<file path="config.mk">
export PLATFORM = sky130hd
export DESIGN_NAME = sorted_list_merge
export DESIGN_NICKNAME = d
export VERILOG_FILES = /design/src/design/slm_pkg.sv /design/src/design/sorted_list_merge.sv /design/src/design/slm_ram.sv
export SDC_FILE = /design/constraint.sdc
export NUM_CORES = 2
export LEC_CHECK = 0
export ABC_CLOCK_PERIOD_IN_PS = 5070
export BUFFER_PORTS_ARGS = -buffer_cell sky130_fd_sc_hd__buf_2
export CORE_MARGIN = 5
export CORE_UTILIZATION = 45
export DETAILED_ROUTE_END_ITERATION = 12
export HOLD_SLACK_MARGIN = 0.08
export PLACE_DENSITY = 0.71
export SLEW_MARGIN = 15
export SYNTH_ARGS = -nofsm -noshare
export SYNTH_HDL_FRONTEND = slang
export SYNTH_SLANG_ARGS = --single-unit
</file>
<file path="constraint.sdc">
create_clock -name clk -period 5.07 [get_ports clk]
set_input_delay 0.2535 -clock clk [delete_from_list [all_inputs] [get_ports clk]]
set_output_delay 0.2535 -clock clk [all_outputs]
set_load 0.01 [all_outputs]
</file>
<file path="src/design/slm_pkg.sv">
// shared constants and types for the sorted list merge block
package slm_pkg;

  // default list capacity
  localparam int LIST_DEPTH = 32;

  // width of one stored word
  localparam int VALUE_W = 32;

  // command codes
  typedef enum logic [1:0] {
    CMD_APPEND_A = 2'd0,
    CMD_APPEND_B = 2'd1,
    CMD_MERGE    = 2'd2,
    CMD_NONE     = 2'd3
  } cmd_t;

  // sequencer states, one-hot
  typedef enum logic [1:0] {
    ST_IDLE  = 2'b01,
    ST_MERGE = 2'b10
  } state_t;

endpackage

</file>
<file path="src/design/sorted_list_merge.sv">
// top level: two sorted lists loaded word by word, merged on command
// an append gives no result and leaves the block ready
// merge: first result via merge state, ram read and result register, then one word per cycle
// an empty merge gives its single result in the cycle after the command and stays ready
// the pace is set by one head compare per cycle and the registered read of each list ram
// synchronous active-high reset clears counts, flag and sequencer; list contents are kept
module sorted_list_merge #(
  parameter int LIST_DEPTH = slm_pkg::LIST_DEPTH
) (
  input  logic                       clk,
  input  logic                       rst,
  input  logic                       start,
  output logic                       busy,
  input  logic [1:0]                 command,
  input  logic signed [slm_pkg::VALUE_W-1:0] value,
  output logic                       strobe,
  output logic signed [slm_pkg::VALUE_W-1:0] value_res,
  output logic                       last,
  output logic                       empty_res,
  output logic                       dropped
);

  localparam int AW = (LIST_DEPTH > 1) ? $clog2(LIST_DEPTH) : 1;
  localparam int CW = $clog2(LIST_DEPTH + 1);

  slm_pkg::state_t state;
  logic [CW-1:0]   cnt_a, cnt_b, ia, ib, ia_next, ib_next;
  logic            flag, drop_hold;
  logic            accept, take_b, final_word;
  logic            we_a, we_b;
  logic [CW:0]     total, emitted;
  logic [slm_pkg::VALUE_W-1:0] rd_a, rd_b;

  assign busy   = (state != slm_pkg::ST_IDLE);
  assign accept = start && !busy;

  // append writes, dropped when the list is full
  assign we_a = accept && (command == slm_pkg::CMD_APPEND_A) && (cnt_a < CW'(LIST_DEPTH));
  assign we_b = accept && (command == slm_pkg::CMD_APPEND_B) && (cnt_b < CW'(LIST_DEPTH));

  assign total      = {1'b0, cnt_a} + {1'b0, cnt_b};
  assign emitted    = {1'b0, ia} + {1'b0, ib} + (CW+1)'(1);
  assign final_word = (emitted == total);

  // head select, tie goes to list b
  always_comb begin
    priority if (ia >= cnt_a) begin
      take_b = 1'b1;
    end else if (ib >= cnt_b) begin
      take_b = 1'b0;
    end else begin
      take_b = ($signed(rd_b) <= $signed(rd_a));
    end
  end

  // next read indices, the rams read one ahead
  always_comb begin
    ia_next = ia;
    ib_next = ib;
    unique case (state)
      slm_pkg::ST_IDLE: begin
        ia_next = '0;
        ib_next = '0;
      end
      slm_pkg::ST_MERGE: begin
        if (final_word) begin
          ia_next = '0;
          ib_next = '0;
        end else if (take_b) begin
          ib_next = ib + CW'(1);
        end else begin
          ia_next = ia + CW'(1);
        end
      end
      default: begin
        ia_next = '0;
        ib_next = '0;
      end
    endcase
  end

  slm_ram #(.WIDTH(slm_pkg::VALUE_W), .DEPTH(LIST_DEPTH)) u_ram_a (
    .clk   (clk),
    .we    (we_a),
    .waddr (cnt_a[AW-1:0]),
    .wdata (value),
    .raddr (ia_next[AW-1:0]),
    .rdata (rd_a)
  );

  slm_ram #(.WIDTH(slm_pkg::VALUE_W), .DEPTH(LIST_DEPTH)) u_ram_b (
    .clk   (clk),
    .we    (we_b),
    .waddr (cnt_b[AW-1:0]),
    .wdata (value),
    .raddr (ib_next[AW-1:0]),
    .rdata (rd_b)
  );

  // sequencer, counts and flag
  always_ff @(posedge clk) begin
    if (rst) begin
      state  <= slm_pkg::ST_IDLE;
      cnt_a  <= '0;
      cnt_b  <= '0;
      ia     <= '0;
      ib     <= '0;
      flag   <= 1'b0;
      strobe <= 1'b0;
    end else begin
      strobe <= 1'b0;
      ia     <= ia_next;
      ib     <= ib_next;
      unique case (state)
        slm_pkg::ST_IDLE: begin
          if (accept) begin
            priority if (command == slm_pkg::CMD_APPEND_A) begin
              if (we_a) cnt_a <= cnt_a + CW'(1);
              else      flag  <= 1'b1;
            end else if (command == slm_pkg::CMD_APPEND_B) begin
              if (we_b) cnt_b <= cnt_b + CW'(1);
              else      flag  <= 1'b1;
            end else if (command == slm_pkg::CMD_MERGE) begin
              flag <= 1'b0;
              if (total == '0) begin
                strobe <= 1'b1;
              end else begin
                state <= slm_pkg::ST_MERGE;
              end
            end else begin
              flag <= flag;
            end
          end
        end
        slm_pkg::ST_MERGE: begin
          strobe <= 1'b1;
          if (final_word) begin
            state <= slm_pkg::ST_IDLE;
            cnt_a <= '0;
            cnt_b <= '0;
          end
        end
        default: state <= slm_pkg::ST_IDLE;
      endcase
    end
  end

  // result word registers
  always_ff @(posedge clk) begin
    if (state == slm_pkg::ST_IDLE) begin
      if (accept && (command == slm_pkg::CMD_MERGE)) begin
        drop_hold <= flag;
        value_res <= '0;
        last      <= 1'b1;
        empty_res <= 1'b1;
        dropped   <= flag;
      end
    end else begin
      value_res <= take_b ? rd_b : rd_a;
      last      <= final_word;
      empty_res <= 1'b0;
      dropped   <= drop_hold;
    end
  end

endmodule

</file>
<file path="src/design/slm_ram.sv">
// generic single write port, single read port ram with registered read
module slm_ram #(
  parameter int WIDTH = 32,
  parameter int DEPTH = 32
) (
  input  logic                                  clk,
  input  logic                                  we,
  input  logic [(DEPTH > 1 ? $clog2(DEPTH) : 1)-1:0] waddr,
  input  logic [WIDTH-1:0]                      wdata,
  input  logic [(DEPTH > 1 ? $clog2(DEPTH) : 1)-1:0] raddr,
  output logic [WIDTH-1:0]                      rdata
);

  logic [WIDTH-1:0] mem [DEPTH];

  // write port and registered read port
  always_ff @(posedge clk) begin
    if (we) begin
      mem[waddr] <= wdata;
    end
    rdata <= mem[raddr];
  end

endmodule

</file>
---- Word-level counts from Yosys, hierarchy flattened ----
Memories as Yosys holds them, arrays and structs flattened. A register that Yosys moved wholly into a read port is not among the register bits.
Cells that the tools add are included.
Widths: inputs -> output; s select.
storage, ports and cells
  register bits after elaboration ......... 64
  bits in writable memories ............... 2048
  bits of input ports ..................... 37
  output and inout bits ................... 37
  word-level logic and storage cells ...... 112
  memories kept ........................... 2
memory list
  memory       words  bits a word  rd ports  clocked after memory_dff  write ports  line           source
  u_ram_a.mem  32     32           1         1                         1            slm_ram.sv:14  logic [WIDTH-1:0] mem [DEPTH];
  u_ram_b.mem  32     32           1         1                         1            slm_ram.sv:14
operators by class
  add/sub/neg operators ................... 7
  order comparisons ....................... 5
  eq/ne operators ......................... 19
  mux-type cells .......................... 47
  bitwise gates (word level) .............. 1
  reduce and logical (&&, ||, !) cells .... 17
operator list
  operator             number
  $mux 32              3
  $mux 6               8
  $le 32x32->1         1
  $mux 5               6
  $add 6x1->6 const B  4
  $pmux 6 s2           2
  $mux 1               20
  $ne 2x2->1 const B   9
  $add 6x6->7          2
  $ge 6x6->1           2
  $lt 6x6->1 const B   2
  $mux 2               6
  $reduce_and 6->1     2
  $reduce_and 5->1     2
  $ne 2x1->1 const B   4
  $add 7x1->7 const B  1
  $eq 7x7->1           1
  $logic_not 7->1      1
  $logic_and 1x1->1    6
  $eq 2x1->1 const B   2
  $eq 2x2->1 const B   2
  $pmux 2 s2           1
  $ne 3x3->1 const B   1
  $reduce_bool 3->1    1
  other kinds (7)      7

---- Longest topological paths before layout ----
  word-level depth ........................ 10
  gate-level depth with buffers ........... 20
  mapped depth without buffers ............ 15

---- By module ----
Synthesis repeated with hierarchy kept, for this count alone.
unflattened totals
  cells, all modules ...................... 5070
  area total of the unflattened synthesis .. 85669.7 µm²
modules (own cells, without submodules)
  module             instances  cells an instance  area an instance (µm²)  sequential area each (µm²)
  slm_ram (u_ram_a)  1          2260               40492.6                 31390.1
  slm_ram (u_ram_b)  1          2260               40485.1                 31390.1
  sorted_list_merge  1          550                4692.0                  1631.6

---- Worst setup path before layout ----
OpenSTA, ideal clock, no wires.
  path kind ............................... reg-to-reg
  start ................................... register ia[0]
  end ..................................... register u_ram_a.rdata[3] (read register of u_ram_a.mem)
  setup time .............................. 0.083 ns
  arrival time ............................ 3.983 ns
  required time ........................... 4.987 ns
  setup slack ............................. 1.005 ns
  stages on the path, launching flop included .. 19
  path buffers ............................ 3
  period minus slack after synthesis ...... 4.065 ns
  cells stage by stage .................... dfxtp_1 > clkbuf_1 > inv_1 > ha_1 > fa_1 > nand2b_1 > a21oi_1 > a31oi_1 > xnor2_1 > or4_4 > o21a_1 > buf_2 > and3_4 > mux2i_4 > buf_6 > a21oi_1 > a32o_1 > o32a_1 > o221ai_1
between the ends
  word-level cells in the longest chain between the ends .. 5
  elaborated cells on any way between the ends .. 9
  classes of those cells .................. 3 x add/sub; 1 x order compare; 1 x eq/ne; 4 x mux
RTL lines
  what                                              line                                              source
  start: declaration                                sorted_list_merge.sv:27                           logic [CW-1:0] cnt_a, cnt_b, ia, ib, ia_next, ib_next;
  start signal: assignment                          sorted_list_merge.sv:112                          ia <= ia_next;
  $add 6x6->7 / $ge 6x6->1 (equally long branches)  sorted_list_merge.sv:42, sorted_list_merge.sv:47
  $add 7x1->7 / $mux 1 (equally long branches)      sorted_list_merge.sv:42, sorted_list_merge.sv:47
  $eq 7x7->1 / $mux 5 (equally long branches)       sorted_list_merge.sv:43, sorted_list_merge.sv:69
  $mux 5 *                                          sorted_list_merge.sv:66                           if (final_word) begin
  $mux 5 *                                          sorted_list_merge.sv:60                           unique case (state)
  end: declaration                                  slm_ram.sv:11                                     output logic [WIDTH-1:0] rdata
Every way passes the cells marked *; elsewhere a longest branch is shown, timed or not.
A chain may end at the register's enable or synchronous reset.

---- Worst setup path in the final report ----
  start ................................... register u_ram_a.rdata[11] (read register of u_ram_a.mem)
  end ..................................... register u_ram_b.rdata[6] (read register of u_ram_b.mem)
between the ends
  word-level cells in the longest chain between the ends .. 6
RTL lines
  what              line                     source
  $le 32x32->1      sorted_list_merge.sv:52  take_b = ($signed(rd_b) <= $signed(rd_a));
  $mux 1            sorted_list_merge.sv:49  end else if (ib >= cnt_b) begin
  $mux 1            sorted_list_merge.sv:47  priority if (ia >= cnt_a) begin
  $mux 5            sorted_list_merge.sv:69  end else if (take_b) begin
  $mux 5            sorted_list_merge.sv:66
  $mux 5            sorted_list_merge.sv:60
  end: declaration  slm_ram.sv:11
Every way passes these cells.

==> summary.md <==
| Metric | Value |
|---|---|
| Comb power frac | `4.2%` |
| DR iter-0 viols | `6425` |
| Chip width | `444.9 µm` |
| Avg WL per Cell | `27.25 µm` |
| Leakage Power | `33.62 nW` |
| Die H | `approximately 440 µm` |
| Flop pwr share | `55.3%` |
| Crit Path Class | `register to register` |
| Share of the yosys chip area belonging to registers | `75.68%` |
| Reg clk slew, reported paths | `around 0.06 ns` |
| Worst Setup Start Kind | `register` |
| Crit-path cells | `inv_1, ha_1, a21oi_1, o21a_1, a2bb2oi_1, or4b_1, o21ai_4, o21ai_4, nand2_4, nand4_1, xor2_1, nor2_4, buf_4, a221oi_1, a21oi_1` |
| Clk Latency, worst-skew pair | `0.83 ns` |
| Peak VDD IR | `0.2986 mV` |
| Pwr/cell area | `373.8 mW/mm²` |
| Final Hold Vio Count | `0` |
| Clock sink total | `2176` |
| Fill cells | `roughly 15000` |
| Post-synth EDFFs | `2083` |
| PortBufs | `73` |
| Pin count of the biggest net entering global routing | `80` |
| CTS Root Cell | `clkbuf_16` |
| Routed via count | `49723` |
| Synth top area share | `about 73%` |
| Min cycle time layout | `4.924 ns` |
| Placed Cells | `7889` |
| CP Buf/Inv Count | `2` |
| Yosys Warn Count | `0` |
| Clock share of power | `40.5%` |
| I/O pin cnt | `74` |
| Die area | `0.1979 mm²` |
| Sw Ratio | `21.18%` |
| CTS tree | `done` |
| Antenna violations before repair | `16` |
| CP max stage cell | `xor2_1` |
| Hold slack | `0.1238 ns` |
| Slew Limit Fails | `0` |
| Top Family by Delay on Critical Path | `compound AO/OA/AOI/OAI gates` |
| RSZ-0062 raised after global routing | `false` |
| CTS Buf Count | `199` |
| Layout cells sized above 1 | `13.19%` |
| Clock tree buffer depth | `3` |
| CP Capture Type | `register` |
| First-pass GRT wire length | `about 320000 µm` |
| Max Freq | `0.2031 GHz` |
| Area of placed instances | `0.09048 mm²` |
| Dpl hpwl | `around 130000 µm` |
| Synth Instances | `5367` |
| Vias per cell | `6.009` |
| Max-cap viol count | `0` |
| Post-route design area | `0.09709 mm²` |
| Worst Tran Pin Value | `between 1 and 1.5 ns` |
| Max stage delay on crit path | `0.63 ns` |
| Sw power | `7.689 mW` |
| Core Util, Final | `51.64%` |
| Int Power | `28.60 mW` |
| Final std cells w/o fill | `8275` |
| Hold crit path type | `input pin to register` |
| Most frequent cells in the layout | `2083 x edfxtp_1, 831 x nand2_1, 573 x mux2i_1, 440 x a21oi_1, 222 x buf_4` |
| H-tree lvl count | `4` |
| Core Box Area | `0.1880 mm²` |
| Number of antenna-violating nets in the routed design | `0` |
| Starting Density | `between 40% and 50%` |
| Area Overhead vs Synth | `14.08%` |
| Area contributors post-synth | `edfxtp_1 73%, mux2i_1 6.7%, nand2_1 3.7%` |
| Final Cycle Share | `between 90% and 100%` |
| Vias in the first global route | `48369` |
| Final net count | `5717` |
| Gr usage total | `between 20% and 30%` |
| CP Max Fanout | `27` |
| Post-synth top area cell | `edfxtp_1` |
| Synth Cell Area | `0.08511 mm²` |
| Most common cell after layout, fill and taps aside | `edfxtp_1` |
| Yosys cell types | `80` |
| Dominant synthesized flop cell | `edfxtp_1` |
| Syn nets | `5474` |
| Slew margin rel. | `26.78%` |
| Status | `finished, final reports clean` |
| Std cell rows | `159` |
| Worst Path Required | `between 5 and 6 ns` |
| Share of flip-flops with an asynchronous set or reset | `0%` |
| Routed WL | `roughly 230000 µm` |
| Post-route DRC | `0` |
| FF+latch count, synth | `2176` |
| Clk_skew | `roughly 0.036 ns` |
| Setup violators final | `0` |
| GRT overflow | `0` |
| Routability congestion estimate | `just under 0.9` |
| Critical Path AT | `5.56 ns` |
| Avg Cell Area, Syn | `15.86 µm²` |
| Drt pass-1 iters | `9` |
## through the flow
stage	setup WS (ns)	setup TNS, ns	power (mW)
final	0.1460	0	36.29
after global routing	0.01852	0	37.26
after CTS	0.01164	0	36.40
after detailed placement	-0.1591	-0.6025	21.96
after global placement	-0.05450	-0.1177	21.93
after floorplan	1.005	0	21.02
## layer usage
metal / GRT usage (%) / up-vias / part of all wire [%]
met5: 0 / - / 0.022
met4: 9.347 / 8 / 4.4
met3: 3.573 / 448 / 9.2
met2: 36.18 / 2678 / 48
met1: 29.50 / 25079 / 38
li1: - / 21510 / -
## power groups by stage
stage / Clock, mW / Combinational [mW] / Sequential, mW
after detailed placement: 0 / 1.50 / 20.5
final: 14.7 / 1.51 / 20.1
after CTS: 14.8 / 1.51 / 20.1
after global routing: 15.6 / 1.59 / 20.1
after floorplan: 0 / 0.543 / 20.5
after global placement: 0 / 1.47 / 20.5
## logic make-up after synthesis
kind of cell,synth area share [%]
buffers and inverters,2.127
XOR/XNOR,0.2881
adder cells (fa/ha/maj),1.047
multiplexers,6.832
AO/OA/AOI/OAI,8.943
flip-flops,75.68
AND/OR/NAND/NOR,5.081
## layout make-up
class	instances	area, µm²	share of cell area (%)
inverters	56	210.2	0.2165
clock buffers	276	5555	5.722
diodes	2	5.005	0.005155
repair buffers	368	3405	3.507
multi-input cells	2809	19580	20.16
well taps	2495	3122	3.215
flip-flops and latches	2176	64410	66.34
clock inverters	93	805.8	0.8299
## synth_stat cells, types with 3 or more instances
master	number
a32o_1	35
nand2b_1	10
o221ai_1	33
nor2b_1	3
nand2_1	833
mux2_2	3
o21ai_4	3
a31oi_1	6
xor2_1	10
a32oi_1	126
mux2i_1	573
a21oi_1	447
ha_1	68
clkbuf_1	99
nor3_1	20
inv_1	54
a221oi_1	96
or3_1	4
buf_4	26
o21ai_0	14
a222oi_1	64
nor4_1	10
a21o_1	15
o32a_1	31
nor2_1	101
nand3_1	53
a22oi_1	125
a211oi_1	4
buf_2	178
nor4b_1	3
xnor2_1	18
a22o_1	31
nand4_1	10
buf_1	17
edfxtp_1	2083
dfxtp_1	93
buf_6	7
o21a_1	7
## path summary, 6_finish.rpt
check,startpoint,end,slack [ns],cells after the start
setup / recovery,u_ram_a.rdata[11],u_ram_b.rdata[6],0.15,15
hold / removal,value[30],u_ram_b.mem[12][30],0.12,2
setup reg to reg,u_ram_a.rdata[11],u_ram_b.rdata[6],0.15,15
hold reg to reg,flag,drop_hold,0.48,0
## sequential cells by signal, summed over array words and instances (netlist names), 2 cells and up
signal,cells
state,2
u_ram_b.mem,1024
u_ram_b.rdata,32
ia,6
ib,6
u_ram_a.mem,1024
u_ram_a.rdata,32
cnt_b,6
cnt_a,6
value_res,32
## timing repair
action | CTS | global route
resized for setup | 2 | 12
endpoints found under the hold margin | 74 | 0
setup buffers | 5 | 0
endpoints found under the setup margin | 8 | 14
hold buffers | 8 | 0
gates cloned | 0 | 1
pin swaps | 1 | 1
No activity file was read; power rests on OpenSTA's default activity.
